==> config.mk <==
export PLATFORM = sky130hd
export DESIGN_NAME = wav_pcm_stream_decoder
export DESIGN_NICKNAME = d
export VERILOG_FILES = /design/src/rtl/core/wpd_pkg.sv /design/src/rtl/core/wav_pcm_stream_decoder.sv /design/src/rtl/core/wpd_front.sv /design/src/rtl/core/wpd_queue.sv /design/src/rtl/core/wpd_back.sv
export SDC_FILE = /design/constraint.sdc
export NUM_CORES = 1
export LEC_CHECK = 0
export BUFFER_PORTS_ARGS = -buffer_cell sky130_fd_sc_hd__buf_2
export CORE_ASPECT_RATIO = 0.75
export CORE_MARGIN = 2
export CORE_UTILIZATION = 62
export DETAILED_ROUTE_END_ITERATION = 10
export HOLD_SLACK_MARGIN = 0.12
export PLACE_DENSITY = 0.8
export SLEW_MARGIN = 20
export SYNTH_ARGS = -nofsm -noshare
export SYNTH_HDL_FRONTEND = slang
export SYNTH_SLANG_ARGS = --single-unit
==> constraint.sdc <==
create_clock -name i_clk -period 9.05 [get_ports i_clk]
set_clock_uncertainty 0.15 [all_clocks]
set_input_delay 0.4525 -clock i_clk [delete_from_list [all_inputs] [get_ports i_clk]]
set_output_delay 0.4525 -clock i_clk [all_outputs]
set_load 0.02 [all_outputs]
==> src/rtl/core/wpd_pkg.sv <==
// Package: shared types and constants of the WAV PCM stream decoder.
package wpd_pkg;

    typedef enum logic [2:0] {
        PH_RIFF = 3'd0,
        PH_CHDR = 3'd1,
        PH_FMT  = 3'd2,
        PH_SKIP = 3'd3,
        PH_DATA = 3'd4,
        PH_DONE = 3'd5
    } t_phase;

    typedef enum logic [1:0] {
        KIND_SAMPLE    = 2'd0,
        KIND_HEADER    = 2'd1,
        KIND_REJECT    = 2'd2,
        KIND_EARLY_END = 2'd3
    } t_kind;

    typedef enum logic [2:0] {
        CAUSE_BAD_TAG  = 3'd0,
        CAUSE_NOT_PCM  = 3'd1,
        CAUSE_BAD_CH   = 3'd2,
        CAUSE_BAD_BITS = 3'd3,
        CAUSE_NO_FMT   = 3'd4
    } t_cause;

    localparam logic [31:0] TAG_RIFF = 32'h5249_4646;
    localparam logic [31:0] TAG_WAVE = 32'h5741_5645;
    localparam logic [31:0] TAG_FMT  = 32'h666D_7420;
    localparam logic [31:0] TAG_DATA = 32'h6461_7461;
    localparam logic [7:0]  PCM_BIAS = 8'h80;

    // One classified result on its way from the parser to the output stage.
    typedef struct packed {
        t_kind       kind;
        logic        is8;       // value[7:0] holds a raw unsigned 8-bit sample
        logic [15:0] value;
        logic [1:0]  channels;
        logic [31:0] rate;
        logic [4:0]  bits;
        logic [31:0] total;
        t_cause      cause;
        logic        last;
    } t_evt;

endpackage

==> src/rtl/core/wav_pcm_stream_decoder.sv <==
// Top level: WAV PCM stream decoder, parser front end, result queue and output stage.
//
//  channel | side   | handshake              | fields
//  --------+--------+------------------------+---------------------------------------------
//  byte in | input  | i_push / o_full        | i_op, i_data_byte
//  result  | output | o_empty / i_pop        | o_kind, o_sample, o_channels, o_sample_rate,
//          |        |                        | o_bits_per_sample, o_total_samples,
//          |        |                        | o_reject_cause, o_last
//
// One byte is taken every cycle while o_full is low, and each one updates the parser state.
// Each result passes through the result queue and the output register to the output ports.
// o_full rises once QUEUE_DEPTH results sit in the queue with one more held in the
// output register behind a stalled consumer; while it is high every byte waits.
// Reset is synchronous and active low; it empties the queue and the output register
// and puts the parser at the start of a RIFF header. No clearing pass is needed.
module wav_pcm_stream_decoder
    import wpd_pkg::*;
#(
    parameter int QUEUE_DEPTH = 4
) (
    input  logic               i_clk,
    input  logic               i_rst_n,
    input  logic               i_push,
    output logic               o_full,
    input  logic               i_op,
    input  logic [7:0]         i_data_byte,
    output logic               o_empty,
    input  logic               i_pop,
    output logic [1:0]         o_kind,
    output logic signed [15:0] o_sample,
    output logic [1:0]         o_channels,
    output logic [31:0]        o_sample_rate,
    output logic [4:0]         o_bits_per_sample,
    output logic [31:0]        o_total_samples,
    output logic [2:0]         o_reject_cause,
    output logic               o_last
);

    logic byte_accept;
    logic evt_valid;
    t_evt evt;
    logic q_empty;
    logic q_pop;
    t_evt q_evt;

    // A transaction is taken whenever the queue has room, result or not.
    assign byte_accept = i_push && !o_full;

    wpd_front u_front (
        .i_clk       (i_clk),
        .i_rst_n     (i_rst_n),
        .i_accept    (byte_accept),
        .i_op        (i_op),
        .i_data_byte (i_data_byte),
        .o_evt_valid (evt_valid),
        .o_evt       (evt)
    );

    wpd_queue #(
        .DEPTH (QUEUE_DEPTH)
    ) u_queue (
        .i_clk   (i_clk),
        .i_rst_n (i_rst_n),
        .i_push  (evt_valid),
        .i_evt   (evt),
        .o_full  (o_full),
        .i_pop   (q_pop),
        .o_empty (q_empty),
        .o_evt   (q_evt)
    );

    wpd_back u_back (
        .i_clk             (i_clk),
        .i_rst_n           (i_rst_n),
        .i_q_empty         (q_empty),
        .i_q_evt           (q_evt),
        .o_q_pop           (q_pop),
        .i_pop             (i_pop),
        .o_empty           (o_empty),
        .o_kind            (o_kind),
        .o_sample          (o_sample),
        .o_channels        (o_channels),
        .o_sample_rate     (o_sample_rate),
        .o_bits_per_sample (o_bits_per_sample),
        .o_total_samples   (o_total_samples),
        .o_reject_cause    (o_reject_cause),
        .o_last            (o_last)
    );

endmodule

==> src/rtl/core/wpd_front.sv <==
// Front end: byte-level RIFF/WAVE parser that classifies each byte into zero or one result.
module wpd_front
    import wpd_pkg::*;
(
    input  logic       i_clk,
    input  logic       i_rst_n,
    input  logic       i_accept,
    input  logic       i_op,
    input  logic [7:0] i_data_byte,
    output logic       o_evt_valid,
    output t_evt       o_evt
);

    t_phase      r_phase, n_phase;
    logic [3:0]  r_pos, n_pos;
    logic [31:0] r_tag, n_tag;
    logic [31:0] r_rem, n_rem;
    logic [31:0] r_fa, n_fa;
    logic [1:0]  r_ch, n_ch;
    logic [4:0]  r_bits, n_bits;
    logic [31:0] r_freq, n_freq;
    logic        r_fmt_seen, n_fmt_seen;
    logic [31:0] r_left, n_left;
    logic [7:0]  r_hold, n_hold;

    logic [3:0]  p;
    logic [31:0] byte_w;
    logic [31:0] fa_new;
    logic [1:0]  frame_shift;
    logic [31:0] frames;
    logic [31:0] samples;
    logic [31:0] rem_dec;

    assign p       = r_pos;
    assign byte_w  = {24'd0, i_data_byte};
    assign rem_dec = r_rem - 32'd1;

    // Sample count for a data chunk: frames from the byte length, times channels.
    assign frame_shift = {1'b0, r_ch == 2'd2} + {1'b0, r_bits == 5'd16};
    assign frames      = fa_new >> frame_shift;
    assign samples     = (r_ch == 2'd2) ? {frames[30:0], 1'b0} : frames;

    // Field assembly, little endian, for chunk header and fmt body.
    always_comb begin
        fa_new = r_fa;
        if (r_phase == PH_CHDR) begin
            if (p >= 4'd4 && p <= 4'd7) begin
                fa_new = r_fa | (byte_w << {p[1:0], 3'b000});
            end
        end else if (r_phase == PH_FMT) begin
            if (p >= 4'd4 && p <= 4'd7) begin
                fa_new = r_fa | (byte_w << {p[1:0], 3'b000});
            end else if (p < 4'd4 || p >= 4'd14) begin
                fa_new = r_fa | (byte_w << {p[0], 3'b000});
            end
        end
    end

    always_comb begin
        n_phase     = r_phase;
        n_pos       = r_pos;
        n_tag       = r_tag;
        n_rem       = r_rem;
        n_fa        = r_fa;
        n_ch        = r_ch;
        n_bits      = r_bits;
        n_freq      = r_freq;
        n_fmt_seen  = r_fmt_seen;
        n_left      = r_left;
        n_hold      = r_hold;
        o_evt_valid = 1'b0;
        o_evt       = '0;

        if (i_accept) begin
            if (i_op) begin
                if (r_phase != PH_DONE) begin
                    o_evt_valid = 1'b1;
                    o_evt.kind  = KIND_EARLY_END;
                end
                n_phase    = PH_RIFF;
                n_pos      = '0;
                n_tag      = '0;
                n_rem      = '0;
                n_fa       = '0;
                n_ch       = '0;
                n_bits     = '0;
                n_freq     = '0;
                n_fmt_seen = 1'b0;
                n_left     = '0;
                n_hold     = '0;
            end else begin
                unique case (r_phase)
                    PH_RIFF: begin
                        n_tag = {r_tag[23:0], i_data_byte};
                        n_pos = p + 4'd1;
                        if (p == 4'd3 && n_tag != TAG_RIFF) begin
                            n_phase     = PH_DONE;
                            o_evt_valid = 1'b1;
                            o_evt.kind  = KIND_REJECT;
                            o_evt.cause = CAUSE_BAD_TAG;
                        end else if (p == 4'd11) begin
                            if (n_tag != TAG_WAVE) begin
                                n_phase     = PH_DONE;
                                o_evt_valid = 1'b1;
                                o_evt.kind  = KIND_REJECT;
                                o_evt.cause = CAUSE_BAD_TAG;
                            end else begin
                                n_phase = PH_CHDR;
                                n_pos   = '0;
                                n_fa    = '0;
                            end
                        end
                    end
                    PH_CHDR: begin
                        if (p < 4'd4) begin
                            n_tag = {r_tag[23:0], i_data_byte};
                        end
                        n_fa  = fa_new;
                        n_pos = p + 4'd1;
                        if (p == 4'd7) begin
                            n_fa  = '0;
                            n_pos = '0;
                            if (r_tag == TAG_FMT) begin
                                n_rem   = fa_new;
                                n_phase = PH_FMT;
                            end else if (r_tag == TAG_DATA) begin
                                o_evt_valid = 1'b1;
                                if (!r_fmt_seen) begin
                                    n_phase     = PH_DONE;
                                    o_evt.kind  = KIND_REJECT;
                                    o_evt.cause = CAUSE_NO_FMT;
                                end else begin
                                    n_left         = samples;
                                    o_evt.kind     = KIND_HEADER;
                                    o_evt.channels = r_ch;
                                    o_evt.rate     = r_freq;
                                    o_evt.bits     = r_bits;
                                    o_evt.total    = samples;
                                    n_phase = (samples == 32'd0) ? PH_DONE : PH_DATA;
                                end
                            end else begin
                                n_rem   = fa_new;
                                n_phase = (fa_new == 32'd0) ? PH_CHDR : PH_SKIP;
                            end
                        end
                    end
                    PH_FMT: begin
                        n_fa  = fa_new;
                        n_pos = p + 4'd1;
                        unique case (p)
                            4'd1: begin
                                if (fa_new != 32'd1) begin
                                    n_phase     = PH_DONE;
                                    o_evt_valid = 1'b1;
                                    o_evt.kind  = KIND_REJECT;
                                    o_evt.cause = CAUSE_NOT_PCM;
                                end else begin
                                    n_fa = '0;
                                end
                            end
                            4'd3: begin
                                if (fa_new != 32'd1 && fa_new != 32'd2) begin
                                    n_phase     = PH_DONE;
                                    o_evt_valid = 1'b1;
                                    o_evt.kind  = KIND_REJECT;
                                    o_evt.cause = CAUSE_BAD_CH;
                                end else begin
                                    n_ch = fa_new[1:0];
                                    n_fa = '0;
                                end
                            end
                            4'd7: begin
                                n_freq = fa_new;
                                n_fa   = '0;
                            end
                            4'd15: begin
                                if (fa_new != 32'd8 && fa_new != 32'd16) begin
                                    n_phase     = PH_DONE;
                                    o_evt_valid = 1'b1;
                                    o_evt.kind  = KIND_REJECT;
                                    o_evt.cause = CAUSE_BAD_BITS;
                                end else begin
                                    // Skip whatever the chunk holds past the 16 fmt bytes.
                                    n_bits     = fa_new[4:0];
                                    n_fa       = '0;
                                    n_fmt_seen = 1'b1;
                                    n_pos      = '0;
                                    if (r_rem > 32'd16) begin
                                        n_rem   = r_rem - 32'd16;
                                        n_phase = PH_SKIP;
                                    end else begin
                                        n_rem   = '0;
                                        n_phase = PH_CHDR;
                                    end
                                end
                            end
                            default: ;
                        endcase
                    end
                    PH_SKIP: begin
                        n_rem = rem_dec;
                        if (rem_dec == 32'd0) begin
                            n_phase = PH_CHDR;
                            n_pos   = '0;
                            n_fa    = '0;
                        end
                    end
                    PH_DATA: begin
                        if (r_bits != 5'd16) begin
                            o_evt_valid = 1'b1;
                            o_evt.is8   = 1'b1;
                            o_evt.value = {8'd0, i_data_byte};
                        end else if (!p[0]) begin
                            n_hold = i_data_byte;
                            n_pos  = 4'd1;
                        end else begin
                            n_pos       = '0;
                            o_evt_valid = 1'b1;
                            o_evt.value = {i_data_byte, r_hold};
                        end
                        if (o_evt_valid) begin
                            o_evt.kind = KIND_SAMPLE;
                            n_left     = r_left - 32'd1;
                            if (r_left == 32'd1) begin
                                o_evt.last = 1'b1;
                                n_phase    = PH_DONE;
                            end
                        end
                    end
                    default: ;
                endcase
            end
        end
    end

    always_ff @(posedge i_clk) begin
        if (!i_rst_n) begin
            r_phase    <= PH_RIFF;
            r_pos      <= '0;
            r_tag      <= '0;
            r_rem      <= '0;
            r_fa       <= '0;
            r_ch       <= '0;
            r_bits     <= '0;
            r_freq     <= '0;
            r_fmt_seen <= 1'b0;
            r_left     <= '0;
            r_hold     <= '0;
        end else begin
            r_phase    <= n_phase;
            r_pos      <= n_pos;
            r_tag      <= n_tag;
            r_rem      <= n_rem;
            r_fa       <= n_fa;
            r_ch       <= n_ch;
            r_bits     <= n_bits;
            r_freq     <= n_freq;
            r_fmt_seen <= n_fmt_seen;
            r_left     <= n_left;
            r_hold     <= n_hold;
        end
    end

endmodule

==> src/rtl/core/wpd_queue.sv <==
// Result queue: short FIFO between the parser and the output stage.
module wpd_queue
    import wpd_pkg::*;
#(
    parameter int DEPTH = 4
) (
    input  logic i_clk,
    input  logic i_rst_n,
    input  logic i_push,
    input  t_evt i_evt,
    output logic o_full,
    input  logic i_pop,
    output logic o_empty,
    output t_evt o_evt
);

    localparam int AW = (DEPTH > 1) ? $clog2(DEPTH) : 1;
    localparam int CW = $clog2(DEPTH + 1);

    t_evt          r_mem [DEPTH];
    logic [AW-1:0] r_wr, n_wr;
    logic [AW-1:0] r_rd, n_rd;
    logic [CW-1:0] r_count, n_count;
    logic          do_push, do_pop;

    assign o_full  = (r_count == CW'(DEPTH));
    assign o_empty = (r_count == '0);
    assign do_push = i_push && !o_full;
    assign do_pop  = i_pop && !o_empty;
    assign o_evt   = r_mem[r_rd];

    always_comb begin
        n_wr    = r_wr;
        n_rd    = r_rd;
        n_count = r_count;
        if (do_push) begin
            n_wr = (r_wr == AW'(DEPTH - 1)) ? '0 : r_wr + AW'(1);
        end
        if (do_pop) begin
            n_rd = (r_rd == AW'(DEPTH - 1)) ? '0 : r_rd + AW'(1);
        end
        if (do_push && !do_pop) begin
            n_count = r_count + CW'(1);
        end else if (do_pop && !do_push) begin
            n_count = r_count - CW'(1);
        end
    end

    always_ff @(posedge i_clk) begin
        if (do_push) begin
            r_mem[r_wr] <= i_evt;
        end
    end

    always_ff @(posedge i_clk) begin
        if (!i_rst_n) begin
            r_wr    <= '0;
            r_rd    <= '0;
            r_count <= '0;
        end else begin
            r_wr    <= n_wr;
            r_rd    <= n_rd;
            r_count <= n_count;
        end
    end

endmodule

==> src/rtl/core/wpd_back.sv <==
// Back end: turns queued results into output fields and holds them in the output register.
module wpd_back
    import wpd_pkg::*;
(
    input  logic               i_clk,
    input  logic               i_rst_n,
    input  logic               i_q_empty,
    input  t_evt               i_q_evt,
    output logic               o_q_pop,
    input  logic               i_pop,
    output logic               o_empty,
    output logic [1:0]         o_kind,
    output logic signed [15:0] o_sample,
    output logic [1:0]         o_channels,
    output logic [31:0]        o_sample_rate,
    output logic [4:0]         o_bits_per_sample,
    output logic [31:0]        o_total_samples,
    output logic [2:0]         o_reject_cause,
    output logic               o_last
);

    logic               r_valid, n_valid;
    logic [1:0]         r_kind;
    logic signed [15:0] r_sample;
    logic [1:0]         r_channels;
    logic [31:0]        r_rate;
    logic [4:0]         r_bits;
    logic [31:0]        r_total;
    logic [2:0]         r_cause;
    logic               r_last;
    logic [15:0]        sample_w;

    // Load a new result whenever the register is free or being taken.
    assign o_q_pop = !i_q_empty && (!r_valid || i_pop);

    // Unsigned 8-bit PCM: flip the bias bit and move to the top byte.
    assign sample_w = i_q_evt.is8 ? {i_q_evt.value[7:0] ^ PCM_BIAS, 8'h00} : i_q_evt.value;

    always_comb begin
        n_valid = r_valid;
        if (o_q_pop) begin
            n_valid = 1'b1;
        end else if (i_pop) begin
            n_valid = 1'b0;
        end
    end

    always_ff @(posedge i_clk) begin
        if (!i_rst_n) begin
            r_valid <= 1'b0;
        end else begin
            r_valid <= n_valid;
        end
    end

    always_ff @(posedge i_clk) begin
        if (o_q_pop) begin
            r_kind     <= i_q_evt.kind;
            r_sample   <= $signed(sample_w);
            r_channels <= i_q_evt.channels;
            r_rate     <= i_q_evt.rate;
            r_bits     <= i_q_evt.bits;
            r_total    <= i_q_evt.total;
            r_cause    <= i_q_evt.cause;
            r_last     <= i_q_evt.last;
        end
    end

    assign o_empty           = !r_valid;
    assign o_kind            = r_kind;
    assign o_sample          = r_sample;
    assign o_channels        = r_channels;
    assign o_sample_rate     = r_rate;
    assign o_bits_per_sample = r_bits;
    assign o_total_samples   = r_total;
    assign o_reject_cause    = r_cause;
    assign o_last            = r_last;

endmodule

==> results of run 1 <==
==> how the worst max path moves through the flow <==
| stage | startpoint | endpoint | slack [ns] | cells after the start |
|---|---|---|---|---|
| 2_1_floorplan | i_pop | u_queue.r_count[2]$_SDFFE_PN0P_ | 2.04 | 9 |
| 3_3_place_gp | u_front.r_phase[0]$_SDFFE_PN0P_ | u_queue.r_mem[1][72]$_DFFE_PP_ | 3.86 | 12 |
| 3_5_place_dp | u_front.p[2]$_SDFFE_PN0P_ | u_queue.r_mem[0][69]$_DFFE_PP_ | 3.69 | 11 |
| 4_1_cts | u_front.p[2]$_SDFFE_PN0P_ | u_queue.r_mem[1][66]$_DFFE_PP_ | 3.65 | 11 |
| 5_1_grt | u_front.p[2]$_SDFFE_PN0P_ | u_queue.r_mem[1][66]$_DFFE_PP_ | 3.23 | 11 |
| 6_report | u_front.p[2]$_SDFFE_PN0P_ | u_queue.r_mem[1][66]$_DFFE_PP_ | 3.42 | 11 |
==> metrics by stage <==
step	setup WS, ns	hold WS [ns]
after floorplan	2.04	0.276
after global placement	3.86	0.300
after detailed placement	3.69	0.311
after CTS	3.65	0.158
after global routing	3.23	0.169
final	3.42	0.201
==> where the power goes <==
| group | internal [mW] | switching (mW) | total [mW] |
|---|---|---|---|
| clock | 1.31 | 1.13 | 2.44 |
| sequential | 3.71 | 0.198 | 3.91 |
| combinational | 0.741 | 1.38 | 2.12 |
| total | 5.76 | 2.71 | 8.46 |
==> synth_stat cells, drive strengths merged (35+ instances only) <==
library cell and instances:
nor3 68, mux2i 48, inv 43, o21ai 118
a22oi 74, nand2 150, buf 52, a21oi 151
nor2 287, clkbuf 132, edfxtp 469, dfxtp 193
nor4 39, and2 64, mux4 101, nand3 35
==> registers in the layout, summed over array words and instances (netlist names), 3 cells and up, named ones only <==
register                  flops
u_front.r_rem                32
u_front.r_freq               32
u_back.o_reject_cause         3
u_front.r_tag                32
u_front.r_hold                8
u_back.o_total_samples       32
u_front.r_bits                5
u_queue.r_count               3
u_front.p                     4
u_queue.r_mem               376
u_back.o_bits_per_sample      5
u_front.r_left               32
u_front.r_phase               3
u_front.r_fa                 32
u_back.o_sample              16
u_back.o_sample_rate         32
==> logic make-up after synthesis <==
group / Yosys count / share of synthesized area (%)
muxes: 170 / 9.96
DFF: 662 / 59.7
AOI/OAI and AO/OA: 547 / 12.1
xor gates and xnor gates: 27 / 0.874
and+or+nand+nor: 809 / 13.5
adders and majority gates: 18 / 0.766
buffers and inverters: 229 / 3.07
==> metal layers <==
| layer | routed length, µm | track usage, % | part of all wire, % | up-vias |
|---|---|---|---|---|
| li1 | - | - | - | 9475 |
| met1 | 36900 | 53.8 | 40 | 11200 |
| met2 | 40500 | 53.4 | 44 | 1545 |
| met3 | 12000 | 10.8 | 13 | 233 |
| met4 | 2930 | 10.9 | 3.2 | 2 |
| met5 | 51 | 0.766 | 0.055 | - |
==> tightest hold or removal path, cell delays in order <==
cell and delay (ns):
buf_2 0.23, a22oi_1 0.21, nor2_1 0.06
==> what timing repair did <==
item                                    CTS  global route
hold endpoints to repair                  1             0
endpoints found under the setup margin    0             0
hold buffers                              1             0
==> area by class of cell <==
type | instances | area [µm²]
multi-input combinational | 1571 | 11300
tap | 639 | 800
sequential | 662 | 18000
fill | 3201 | 14600
clock inverter | 25 | 234
timing repair buffer | 158 | 941
clock buffer | 82 | 1610
inverter | 45 | 171
antenna | 3 | 7.51
==> results by stage, run 1 <==
Worst setup path:
- STA classifies the critical path endpoint as a flop.
- STA classifies the critical path startpoint as a flop.
- For flop-to-flop paths, the worst setup slack is 3.42 ns.
- The kind of critical path is flop to flop.
- The combined buffer and inverter count along the critical path is 1.
- The reg-to-reg startpoint is u_front.p[2]$_SDFFE_PN0P_.
- The critical path's largest stage delay is around 0.8 ns.
- The top cell family by delay on the critical path is simple AND/OR/NAND/NOR gates.
- In this run the worst path has a maximum fanout of 54.
- The critical path data arrival time is 5.74 ns.
- At the worst endpoint, the required time is 9.16 ns.
- The largest individual stage delay along the critical path comes from the cell and2_4.
- The number of cells on the worst reg-to-reg path is 11.
- The signal on the critical path passes through nand3b_1, nor3_1, o41ai_1, nand4_1, nor4_4, o211ai_1, a22oi_1, nor2_1, o31a_1, and2_4, buf_4.
- The capturing point of the worst reg2reg path is u_queue.r_mem[1][66]$_DFFE_PP_.

Placement:
- The cell area after placement is 31100 µm².
- The placed cell count is about 3100.
- The final weighted congestion in routability-driven placement is just over 1.
- Detailed placement ended at an HPWL of 60.4 mm.
- The count of buffers from port buffering is 107.

Detailed routing:
- The final antenna-violating net count is 0.
- For this block, the routed nets add up to 92.4 mm of wire.
- The total number of vias is roughly 22000.
- The detailed router's first-iteration violation count is 3522.
- The per-cell routed wire length is between 20 and 30 µm.
- The via density per instance is 7.05.
- For this run, the detailed router's first-pass iteration total came to 8.
- The count of unresolved DRC violations after routing is 0.

Yosys:
- The share of Yosys cell area claimed by the top area cell type is 46.9%.
- Counting flops with an async set or reset pin after synthesis yields a share of 0%.
- Of all cell types, the one taking the most synthesized area is edfxtp_1.
- Ranked by total cell area, the synthesized netlist is headed by edfxtp_1 47%, dfxtp_1 13%, mux4_2 7.6%.
- The cell area that synthesis handed to floorplanning was 30100 µm².
- The number of enable-type register cells in the synthesized netlist is 469.
- Counting every instance in the synthesized netlist gives roughly 2500.
- The register bit total from synthesis is approximately 660.
- The share of the Yosys chip area taken by registers is 59.7%.
- The synthesized netlist net count is 2492.
- The synthesized area per cell is 12.2 µm².
- The count of unique library cells instantiated by Yosys is 98.
- The count of yosys warnings during synthesis is 0.
- The most common flop cell mapped by yosys is edfxtp_1.

GRT:
- The maximum number of pins on one net before global-route repair is 74.
- The initial antenna violation count was 1.
- The first-pass GRT wire length is ~140 mm.
- The residual overflow from global routing is 0.
- Global routing consumed, over all layers together, 36.7% of the routing resources.
- The number of global-route vias before repair is 20900.

Layout:
- Cells fill 69.4% of the core in the end.
- The final layout net count is 2525.
- The most common cell after layout, fill and taps aside is edfxtp_1.
- The post-route non-filler standard cell count is 3185.
- In the layout the commonest cells are 469 x edfxtp_1, 286 x nor2_1, 191 x dfxtp_1, 149 x nand2_1, 148 x a21oi_1.
- The final instance area is ~33000 µm².
- From synthesis to final layout, the design area changed by 9.86%.
- In the final layout, the share of cells above drive strength 1 is between 15 and 20%.

Floorplanning:
- The floorplan die width is 258 µm.
- The die covers 50300 µm².
- The standard cell core area is 47600 µm².
- For this design the top-level I/O count stands at 108.
- The height of the die is 195 µm.
- Once the floorplan was initialized, standard cells occupied 63.2% of the core.
- The number of standard-cell rows in the floorplan is 69.

Clock tree:
- The later pin in the worst-skew pair is clocked with a latency of between 0.6 and 0.7 ns.
- The number of buffers created by CTS is 57.
- The H-tree level count is 2.
- The clock transition at the registers of the reported paths is 0.07 ns.
- The post-CTS resize count is 0.
- CTS placed an instance of clkbuf_16 at the clock tree root.
- CTS saw roughly 660 sinks.
- The post-CTS setup repair buffer count is 0.
- The maximum root-to-sink buffer count is 3.
- TritonCTS built the clock tree.

Power:
- For this design the static power due to leakage is about 11 nW.
- Power comes to 8.46 mW.
- In this run the power density over the cells is approximately 260 nW/µm².
- Across the VDD grid, the largest voltage drop is 0.178 mV.

STA:
- Setup repair after global routing left no endpoint under its margin.
- At the pin with the least slew margin, the transition time is 1.20 ns.
- The sum of negative setup slack is 0 ns.
- The ratio of final minimum period to clock period is 62.2%.
- The maximum clock frequency is ~180 MHz.
- In this run the tightest slew margin relative to its limit is 20.2%.
- The number of max-slew violations in the final report is 0.
- Setup violations remaining at the end of the flow were counted as 0.
- The number of hold violations in the final report is 0.
- The clock period minus worst slack is ~5.6 ns.

Hold path:
- For hold timing, the worst endpoint is u_front.r_hold[0]$_SDFFE_PN0P_.
- In this run the most critical hold path is launched from i_data_byte[0].
- The class of the worst hold path is primary input to flop.
- The worst hold path depth is 3.

Run status:
- The run finished with clean final reports.

Flow run:
- Across the run, the number of max-cap violations was 0.
Note: power is estimated with default switching activity, not from simulation.
==> inputs of run 2 (changes only) <==
- clock period: 9.05 -> 5.25 ns (I/O delays scaled with it)
==> run 2 against run 1 <==
Net effect: via count rose by 0.43%; combinational power rose by 73%; flip-flop and latch count did not move; cell area rose by 1.5%; worst setup slack got worse by 2.9 ns; highest routed layer unchanged; largest power group unchanged; sequential power rose by 72%; maximum frequency rose by 18%; total power rose by 73%; first-iteration DRC count rose by 5.7%; worst hold slack improved by 0.11 ns.
==> results by stage, run 2 (same netlist as run 1, synthesis figures left out) <==
Hold path:
- The worst hold path belongs to the class primary input to flop.
- The startpoint of the most critical hold path is i_push.

Floorplanning:
- The initial cell density of the core is 63.2%.
- After floorplanning, the core was sized to cover 47600 µm².
- From left edge to right edge, the die measures ~260 µm.
- The full die area is 50300 µm².
- The I/O pin count is 108.
- The height of the die is 195 µm.
- The floorplan has slightly below 70 rows.

Worst setup path:
- The kind of capture point of the worst setup path is a flop.
- For the worst setup path, the data arrival time is 5.21 ns.
- Along the worst path, the maximum fanout reaches 10.
- The startpoint identified for the worst register-to-register timing path is u_front.r_phase[1]$_SDFFE_PN0P_.
- STA classifies the critical path startpoint as a flop.
- The startpoint of the most critical setup path is u_front.r_phase[1]$_SDFFE_PN0P_.
- The kind of critical path is flop to flop.
- The endpoint required time on the critical path is 5.68 ns.

Layout:
- The register containing the most flip-flops in the final layout is u_queue.r_mem.
- In the layout the commonest cells are 469 x edfxtp_1, 286 x nor2_1, 191 x dfxtp_1, 149 x nand2_1, 148 x a21oi_1.
- From synthesis to final layout, the design area changed by 11.5%.
- The most common cell after layout, fill and taps aside is edfxtp_1.
- The final instance area is about 34000 µm².
- Counting the fill cells in the layout gives 3148.
- For this run, the number of standard cells in the final layout without fillers is around 3200.
- After the last flow step, the layout net total stands at 2582.
- The proportion of layout cells with a drive suffix above 1 is 17.7%.
- Cells fill 70.5% of the core in the end.
- The number of flip-flops in the largest register is ~380.

Clock tree:
- Buffers inserted during clock tree synthesis total 60.
- Once the clock tree was built, the setup fixing pass inserted 0 buffers.
- The library cell used as clock root buffer is clkbuf_16.
- TritonCTS built the clock tree.
- The clock drives 662 sinks.
- CTS built an H-tree with a depth of 2.
- Clock-pin slew was measured on the worst setup and hold paths at 0.06 ns.
- The later-pin clock latency in the skew report is 0.66 ns.
- The maximum root-to-sink buffer count is 3.

Power:
- Summing internal, switching and leakage power gives approximately 15 mW.
- The static leakage power is 11.6 nW.
- The total power divided by cell area is 436 nW/µm².
- IR analysis of the VDD net gives a maximum drop of 0.332 mV.

Detailed routing:
- The final routed wirelength across all metal layers is 95.0 mm.
- The first detailed-routing pass ran for 7 iterations.
- The per-cell routed wire length is just under 30 µm.
- Dividing the detail-routed via count by the number of cells gives 6.95.
- Summing over every cut layer, the via total after detailed routing is 22500.
- The count of unresolved DRC violations after routing is 0.
- Once detail routing completed, the nets flagged for antenna violations numbered 0.
- The detailed router's first-iteration violation count is around 3700.

Placement:
- The count of buffers from port buffering is 107.
- The half-perimeter wire length of the detailed placement result is a little over 60 mm.
- The congestion estimate from routability-driven global placement came to 0.990.
- After detailed placement, the design holds a cell count of just over 3000.
- The post-place setup slack is 0.518 ns.
- Summing all placed instances gives a cell area of 31500 µm².

STA:
- In this run the tightest slew margin relative to its limit is 29.9%.
- The ratio of final minimum period to clock period is between 90% and 100%.
- Setup slack closes at approximately 0.47 ns.
- The number of max-slew violations in the final report is 0.
- Across all hold checks on the routed design, the worst slack comes to 0.310 ns.
- Based on the critical path, the design can be clocked at up to 209 MHz.
- The number of hold violations in the final report was 0.
- The sum of negative setup slack is 0 ns.
- Setup repair after global routing left no endpoint under its margin.
- The transition time of the tightest slew-check pin is 1.05 ns.
- Setup violations remaining at the end of the flow were counted as 0.
- Subtracting the final worst setup slack from the clock period gives 4.78 ns.

GRT:
- After global routing the overflow that remains totals 0.
- The maximum number of pins on one net before global-route repair is 95.
- The number of global-route vias before repair is 21500.
- The first global-routing pass estimated 141 mm of wire.
- The initial antenna violation count is 5.
- The global-route total usage across every layer is 37.9%.

Run status:
- The flow ran to the end, and the final reports show no timing, DRC or antenna violations.

Flow run:
- The count of maximum capacitance violations is 0.
run 2: per-layer routing:
layer	wire length, µm	global-route usage (%)	share of wire, %
met1	37500	54.8	39
met2	42200	56.7	44
met3	11600	8.96	12
met4	3680	13.4	3.9
met5	24	0	0.025
run 2: final timing paths:
| kind | to | slack, ns | cells past startpoint |
|---|---|---|---|
| worst max-delay path | u_queue.r_count[2]$_SDFFE_PN0P_ | 0.47 | 15 |
| worst min-delay path | u_front.r_bits[4]$_SDFFE_PN0P_ | 0.31 | 5 |
| worst max register to register | u_queue.r_count[2]$_SDFFE_PN0P_ | 0.47 | 15 |
| worst min register to register | u_front.r_freq[14]$_SDFFE_PN0P_ | 0.31 | 2 |
run 2: area by class of cell:
type	count	area [µm²]	area share (%)
diodes	1	2.50	0.00747
clock buffers	77	1600	4.76
clock inverters	36	263	0.784
inverters	45	171	0.511
multi-input cells	1571	11300	33.8
flip-flops and latches	662	18000	53.6
well taps	639	800	2.39
repair buffers	212	1410	4.22
run 2: critical path, stage by stage (launching register included):
cell and delay [ns]:
dfxtp_1 0.75, or3b_1 0.44, a211o_1 0.27, o211ai_2 0.35, o2111ai_1 0.24, nor4_4 0.41
o211ai_1 0.23, a22oi_1 0.24, nor2_1 0.09, o31a_1 0.45, ha_1 0.28, inv_1 0.09
fa_1 0.19, xor2_1 0.08, or3_1 0.30, a21oi_1 0.14
run 2: where the power goes:
| part | internal (mW) | switching (mW) |
|---|---|---|
| Combinational | 1.30 | 2.37 |
| Sequential | 6.40 | 0.321 |
| Clock | 2.22 | 1.99 |
run 2: what timing repair did:
item	in CTS	in global routing
resized for setup	0	1
hold endpoints to repair	68	0
endpoints found under the setup margin	0	1
hold buffers	11	0
